`config.mk`:
```
export PLATFORM = sky130hd
export DESIGN_NAME = sorted_priority_queue
export DESIGN_NICKNAME = d
export VERILOG_FILES = /design/src/rtl/core/spq_pkg.sv /design/src/rtl/core/sorted_priority_queue.sv /design/src/rtl/core/spq_cell.sv
export SDC_FILE = /design/constraint.sdc
export NUM_CORES = 2
export LEC_CHECK = 0
export BUFFER_PORTS_ARGS = -buffer_cell sky130_fd_sc_hd__buf_2
export CAP_MARGIN = 20
export CORE_UTILIZATION = 40
export CTS_CLUSTER_DIAMETER = 150
export DETAILED_ROUTE_END_ITERATION = 7
export GPL_ROUTABILITY_DRIVEN = 0
export PLACE_DENSITY = 0.59
export SLEW_MARGIN = 20
export SYNTH_ARGS = -nofsm -noshare
export SYNTH_HDL_FRONTEND = slang
export SYNTH_SLANG_ARGS = --single-unit
```
`constraint.sdc`:
```
create_clock -name clk -period 13 [get_ports clk]
set_input_delay 2.6 -clock clk [delete_from_list [all_inputs] [get_ports clk]]
set_output_delay 2.6 -clock clk [all_outputs]
set_load 0.05 [all_outputs]
```
`src/rtl/core/spq_pkg.sv`:
```
// ----------------------------------------------------------------------------
// spq_pkg
// Shared types and codes for the sorted priority queue: the operation and
// status codes, one stored entry and the per-cycle command to the cell row.
// ----------------------------------------------------------------------------
package spq_pkg;

	localparam int ValueWidth  = 32;
	localparam int PrioWidth   = 16;
	localparam int CountOutW   = 5;

	// Operation codes carried by one input transaction
	typedef enum logic {
		OP_INSERT = 1'b0,
		OP_DELETE = 1'b1
	} op_t;

	// Status codes reported with every result
	typedef enum logic [1:0] {
		ST_INSERTED  = 2'd0,
		ST_DELETED   = 2'd1,
		ST_UNDERFLOW = 2'd2,
		ST_OVERFLOW  = 2'd3
	} status_t;

	// One queue entry
	typedef struct packed {
		logic signed [ValueWidth-1:0] value;
		logic signed [PrioWidth-1:0]  prio;
	} entry_t;

	// Command broadcast to every cell in the row
	typedef struct packed {
		logic   ins_en;
		logic   del_en;
		entry_t item;
	} cmd_t;

endpackage

```
`src/rtl/core/sorted_priority_queue.sv`:
```
// ----------------------------------------------------------------------------
// sorted_priority_queue
// Bounded priority queue kept in order in a row of compare-and-shift cells.
// ----------------------------------------------------------------------------
// The queue takes one transaction per clock and returns exactly one result
// for each, in the cycle after acceptance, from an output register; a new
// transaction is taken while that result waits as long as rsp_ready frees the
// register in the same cycle. Every cell compares the broadcast priority with
// its own entry in parallel and shifts in one step, so the sustained rate is
// one item per cycle at any QUEUE_DEPTH; the critical path is one 16-bit
// compare plus the neighbor select. Entries of equal priority leave in arrival
// order. entry_count shows the low five bits of the count.
module sorted_priority_queue #(
	parameter int QUEUE_DEPTH = 16
) (
	input  logic        clk,
	input  logic        arst_n,
	input  logic        req_valid,
	output logic        req_ready,
	input  logic        operation,
	input  logic signed [31:0] item_value,
	input  logic signed [15:0] item_prio,
	output logic        rsp_valid,
	input  logic        rsp_ready,
	output logic signed [31:0] out_value,
	output logic [1:0]  status,
	output logic        is_empty,
	output logic [4:0]  entry_count
);
	import spq_pkg::*;

	localparam int CW = $clog2(QUEUE_DEPTH + 1);

	logic [CW-1:0] count_q;
	logic          rsp_valid_q;
	logic signed [ValueWidth-1:0] out_value_q;
	status_t       status_q;
	logic          is_empty_q;
	logic [CW-1:0] rsp_count_q;

	logic    accept;
	logic    is_full;
	logic    is_zero;
	cmd_t    cmd;
	status_t next_status;
	logic [CW-1:0] next_count;
	logic [CW+CountOutW-1:0] count_wide;

	logic   [QUEUE_DEPTH-1:0] keep;
	entry_t entries [QUEUE_DEPTH];

	assign req_ready = !rsp_valid_q || rsp_ready;
	assign accept    = req_valid && req_ready;
	assign is_full   = (count_q == CW'(QUEUE_DEPTH));
	assign is_zero   = (count_q == '0);

	// Decode the transaction into a row command and its status
	always_comb begin
		cmd.item.value = item_value;
		cmd.item.prio  = item_prio;
		cmd.ins_en     = 1'b0;
		cmd.del_en     = 1'b0;
		next_count     = count_q;
		if (op_t'(operation) == OP_INSERT) begin
			if (is_full) begin
				next_status = ST_OVERFLOW;
			end else begin
				next_status = ST_INSERTED;
				cmd.ins_en  = accept;
				next_count  = count_q + CW'(1);
			end
		end else begin
			if (is_zero) begin
				next_status = ST_UNDERFLOW;
			end else begin
				next_status = ST_DELETED;
				cmd.del_en  = accept;
				next_count  = count_q - CW'(1);
			end
		end
	end

	// Build the cell row
	for (genvar i = 0; i < QUEUE_DEPTH; i++) begin : g_cell
		logic   occupied;
		logic   left_keep;
		entry_t left_entry;
		entry_t right_entry;

		assign occupied = (count_q > CW'(i));

		if (i == 0) begin : g_first
			assign left_keep  = 1'b1;
			assign left_entry = cmd.item;
		end else begin : g_mid
			assign left_keep  = keep[i-1];
			assign left_entry = entries[i-1];
		end

		if (i == QUEUE_DEPTH - 1) begin : g_last
			assign right_entry = '0;
		end else begin : g_inner
			assign right_entry = entries[i+1];
		end

		spq_cell u_cell (
			.clk         (clk),
			.cmd         (cmd),
			.occupied    (occupied),
			.left_keep   (left_keep),
			.left_entry  (left_entry),
			.right_entry (right_entry),
			.keep        (keep[i]),
			.entry       (entries[i])
		);
	end

	// Track the occupancy count
	always_ff @(posedge clk or negedge arst_n) begin
		if (!arst_n) begin
			count_q <= '0;
		end else if (accept) begin
			count_q <= next_count;
		end
	end

	// Hold the result until the downstream side takes it
	always_ff @(posedge clk or negedge arst_n) begin
		if (!arst_n) begin
			rsp_valid_q <= 1'b0;
		end else if (accept) begin
			rsp_valid_q <= 1'b1;
		end else if (rsp_ready) begin
			rsp_valid_q <= 1'b0;
		end
	end

	always_ff @(posedge clk) begin
		if (accept) begin
			out_value_q <= (next_status == ST_DELETED) ? entries[0].value : '0;
			status_q    <= next_status;
			is_empty_q  <= (next_count == '0);
			rsp_count_q <= next_count;
		end
	end

	assign count_wide  = {{CountOutW{1'b0}}, rsp_count_q};
	assign rsp_valid   = rsp_valid_q;
	assign out_value   = out_value_q;
	assign status      = status_q;
	assign is_empty    = is_empty_q;
	assign entry_count = count_wide[CountOutW-1:0];

	// Count never passes the depth
	assert property (@(posedge clk) disable iff (!arst_n)
		count_q <= CW'(QUEUE_DEPTH))
	else $error("occupancy count exceeds queue depth");

	// A successful delete lowers the count by one
	assert property (@(posedge clk) disable iff (!arst_n)
		(accept && op_t'(operation) == OP_DELETE && !is_zero)
		|=> (count_q == $past(count_q) - CW'(1)))
	else $error("delete did not lower the count");

	// A rejected insert leaves the count unchanged and reports overflow
	assert property (@(posedge clk) disable iff (!arst_n)
		(accept && op_t'(operation) == OP_INSERT && is_full)
		|=> (count_q == $past(count_q) && status_q == ST_OVERFLOW))
	else $error("overflow insert changed the queue");

	// Only a delete returns a nonzero value
	assert property (@(posedge clk) disable iff (!arst_n)
		(rsp_valid_q && status_q != ST_DELETED) |-> (out_value_q == '0))
	else $error("nonzero value without a delete");

endmodule

```
`src/rtl/core/spq_cell.sv`:
```
// ----------------------------------------------------------------------------
// spq_cell
// One slot of the sorted row. Compares its entry against a new item, then
// holds, takes the new item, shifts in from the left or from the right.
// ----------------------------------------------------------------------------
module spq_cell (
	input  logic           clk,
	input  spq_pkg::cmd_t  cmd,
	input  logic           occupied,
	input  logic           left_keep,
	input  spq_pkg::entry_t left_entry,
	input  spq_pkg::entry_t right_entry,
	output logic           keep,
	output spq_pkg::entry_t entry
);
	import spq_pkg::*;

	entry_t entry_q;

	// Hold this entry on insert when it stays ahead of the new item
	assign keep  = occupied && (entry_q.prio <= cmd.item.prio);
	assign entry = entry_q;

	// Insert: take new item at the boundary, else shift right; delete: shift left
	always_ff @(posedge clk) begin
		if (cmd.ins_en && !keep) begin
			if (left_keep) begin
				entry_q <= cmd.item;
			end else begin
				entry_q <= left_entry;
			end
		end else if (cmd.del_en) begin
			entry_q <= right_entry;
		end
	end

endmodule

```
==> flow_metrics.py <==
metrics = {
    "cts": {
        "clk_latency_ns": 0.72,
        "clock-root-buffer": "clkbuf_16",
        "clk_pin_slew_ns": 0.06,
        "h-tree-depth": 3,
        "cts_resized": 0,
        "numCtsBuffers": 97,
        "cts_setup_buffers": 0,
        "hold_buffers": 0,
        "clock-sinks": 814,
        "cts_tree": "yes",
        "clock_path_buffers": 3,
    },
    "timing": {
        "setup_slack_ns": 5.87,
        "max_freq_mhz": 140,
        "slew_headroom_pct": 27.3,
        "final.min_clock_period_ns": 7.13,
        "skew_ns": 0.0308,
        "rsz0062_at_grt": "false",
        "min_period_over_period_pct": 54.8,
        "hold_violations": 0,
        "drv_slew": 0,
        "setup_violations": 0,
        "tns_ns": 0,
        "worst_pin_slew_ns": 1.06,
    },
    "logic_synthesis": {
        "synthArstFlopShare_pct": 0.737,
        "synth_area_um2": 60100,
        "yosysUniqueCellTypes": 81,
        "synth_seq_cells": 814,
        "yosysWarnings": 0,
        "synth_top_flop_cell": "edfxtp_1",
        "synth-edff-count": 808,
        "syn-num-nets": 6422,
        "seq_area_frac_synth_pct": 40.6,
        "syn_avg_cell_area_um2": 9.83,
        "syn_inst": 6108,
    },
    "detailed_routing": {
        "wl_per_cell_um": 25.1,
        "viasPerCell": 6.38,
        "wl_um": 196000,
        "drt_iter0_drc": 5236,
        "vias": 49923,
        "ant_nets": 0,
        "route.detailed.drc": 0,
        "first_pass_iters": 6,
    },
    "pwr": {
        "power.total_mw": 14.7,
        "switching_share_pct": 42.7,
        "power_density_nw_per_um2": 225,
        "power_leakage_nw": 23.2,
        "seqPwrFrac_pct": 31.4,
        "combPwrFrac_pct": 49.0,
        "p_sw_mw": 6.25,
        "clockPowerShare_pct": 19.6,
        "ir_drop_uv": 186,
        "intPower_mw": 8.41,
    },
    "finish": {
        "nFillCells": 13988,
        "utilization_pct": 43.9,
        "regArea_um2": 24400,
        "multi_input_area_um2": 33300,
        "diodes": 0,
        "syn_to_final_growth_pct": 8.44,
        "nets": 6051,
        "drive_above_1_share_pct": 18.9,
        "instances_no_fill": 7821,
    },
    "floorplan": {
        "fp-row-count": 141,
        "core_um2": 148000,
        "floorplan.initialDensity_pct": 40.5,
        "die_area_um2": 152000,
        "chipHeight_um": 390,
        "io_pins": 95,
        "die_w_um": 390,
    },
    "critical_path": {
        "cp_num_buf_inv": 6,
        "cpMaxStageDelayCell": "and3_4",
        "path_class": "input pin to flip-flop",
        "start_kind": "input pin",
        "crit_fanout": 64,
        "path_cells": "buf_2, buf_4, clkinv_1, buf_4, ha_1, a21oi_1, o21a_1, a2bb2oi_4, buf_4, and3_4, xnor2_1, o22ai_4, buf_4, mux2_2",
        "arrival_ns": 7.58,
        "crit_path_frequent_cell": "buf_4",
        "worstPathRequired_ns": 13.46,
        "crit_family": "buffers and inverters",
        "critPathMaxStageDelay_ns": 0.71,
        "endpoint_kind": "flip-flop",
    },
    "global_routing": {
        "first_global_vias": 47050,
        "overflow": 0,
        "grt_pass1_wl_um": 297000,
        "antenna_found_initial": 1,
        "track_usage_pct": 25.0,
        "grt_start_max_net_pins": 117,
    },
    "outcome": {
        "status": "complete, no violations",
    },
    "placed_design": {
        "pre_cts_ws_ns": 5.01,
        "dp.cells": 7640,
        "dpl.hpwl_um": 127000,
        "io_buffers": 94,
    },
    "run": {
        "cap_violations": 0,
    },
    "worst_hold_path": {
        "hold_class": "flip-flop to flip-flop",
    },
}
logic make-up (layout without fill, tap and decap cells):
| group | Yosys count | in the layout | synth area share (%) |
|---|---|---|---|
| XOR/XNOR | 8 | 8 | 0.117 |
| adder cells (fa/ha/maj) | 261 | 261 | 5.44 |
| AO/OA/AOI/OAI | 1240 | 1240 | 12.8 |
| multiplexers | 1061 | 1061 | 19.0 |
| AND/OR/NAND/NOR | 1971 | 1971 | 17.0 |
| flip-flops | 814 | 814 | 40.6 |
| buffers and inverters | 753 | 464 | 5.03 |
tightest hold or removal path: cells and delay by family (launching register included):
kind	cells	cell delay, ns
compound gates	1	0.06
flops	1	0.32
simple gates	1	0.04
per-layer routing:
metal	GRT usage [%]	share of wire, %	up-vias
li1	-	-	22662
met1	33.2	42	24891
met3	3.21	6.6	340
met5	0	0.0066	-
met2	41.8	48	2028
met4	8.36	3.4	2
synth_stat cells, types with 73 or more instances:
cell / n / area [um^2]
a21oi_1: 313 / 1570
a22oi_1: 96 / 721
a31oi_1: 184 / 1150
buf_2: 108 / 541
clkbuf_1: 527 / 1980
edfxtp_1: 808 / 24300
ha_1: 261 / 3270
mux2_2: 628 / 7070
mux2i_1: 426 / 4260
nand2_1: 470 / 1760
nand2b_1: 159 / 995
nand3_1: 683 / 3420
nand4_1: 120 / 751
nor2_1: 73 / 274
nor3_1: 103 / 515
nor4_1: 89 / 557
o21ai_0: 344 / 1720
layout make-up:
cell class	instances	share of cell area, %
Sequential cell	814	37.5
Inverter	61	0.353
Clock inverter	60	1.01
Timing Repair Buffer	222	2.23
Tap cell	2002	3.85
Multi-Input combinational cell	4541	51.1
Clock buffer	121	3.99
worst paths after layout:
path,cells past startpoint,slack [ns],to,startpoint
setup / recovery,14,5.87,g_cell[4].u_cell.entry[42],item_prio[11]
hold / removal,2,0.53,g_cell[14].u_cell.entry[36],g_cell[15].u_cell.entry[36]
setup reg to reg,11,7.96,g_cell[3].u_cell.entry[40],count_q[0]
hold reg to reg,2,0.53,g_cell[14].u_cell.entry[36],g_cell[15].u_cell.entry[36]
max in group asynchronous,1,10.97,count_q[3],arst_n
min in group asynchronous,1,1.76,rsp_valid,arst_n
cell usage in the layout (no fill, tap or decap), types with 23 or more instances in the layout:
cell / count
edfxtp_1: 808
nand3_1: 678
mux2_2: 628
nand2_1: 461
mux2i_1: 425
o21ai_0: 340
a21oi_1: 308
ha_1: 256
a31oi_1: 179
nand2b_1: 150
buf_4: 127
nand4_1: 120
nor3_1: 101
clkbuf_16: 99
a22oi_1: 95
buf_2: 94
nor4_1: 86
nor2_1: 71
nand3b_1: 65
and3_1: 56
or3_1: 52
a2111oi_0: 51
a221o_1: 47
inv_1: 41
clkinv_1: 36
o22ai_1: 35
nor3b_1: 34
a21o_1: 23
through the flow:
stage / hold WS, ns / instance area, um^2
global route: 0.573 / 65100
finish: 0.531 / 65100
CTS: 0.532 / 65100
global placement: 0.501 / 61800
detailed placement: 0.518 / 61900
floorplan: 0.496 / 60100
state kept, by name, indices dropped and copies added, names as in the netlist:
name                 count
is_empty                 1
entry_count              5
rsp_valid                1
status                   2
g_cell.u_cell.entry    768
out_value               32
count_q                  5
power groups by stage:
stage	clock [mW]	combinational (mW)	sequential (mW)
floorplan	0	5.36	4.40
global placement	0	6.87	4.64
detailed placement	0	7.06	4.66
CTS	2.91	7.08	4.61
global route	2.99	7.78	4.68
finish	2.87	7.18	4.61
Note: power is estimated with default switching activity, not from simulation.
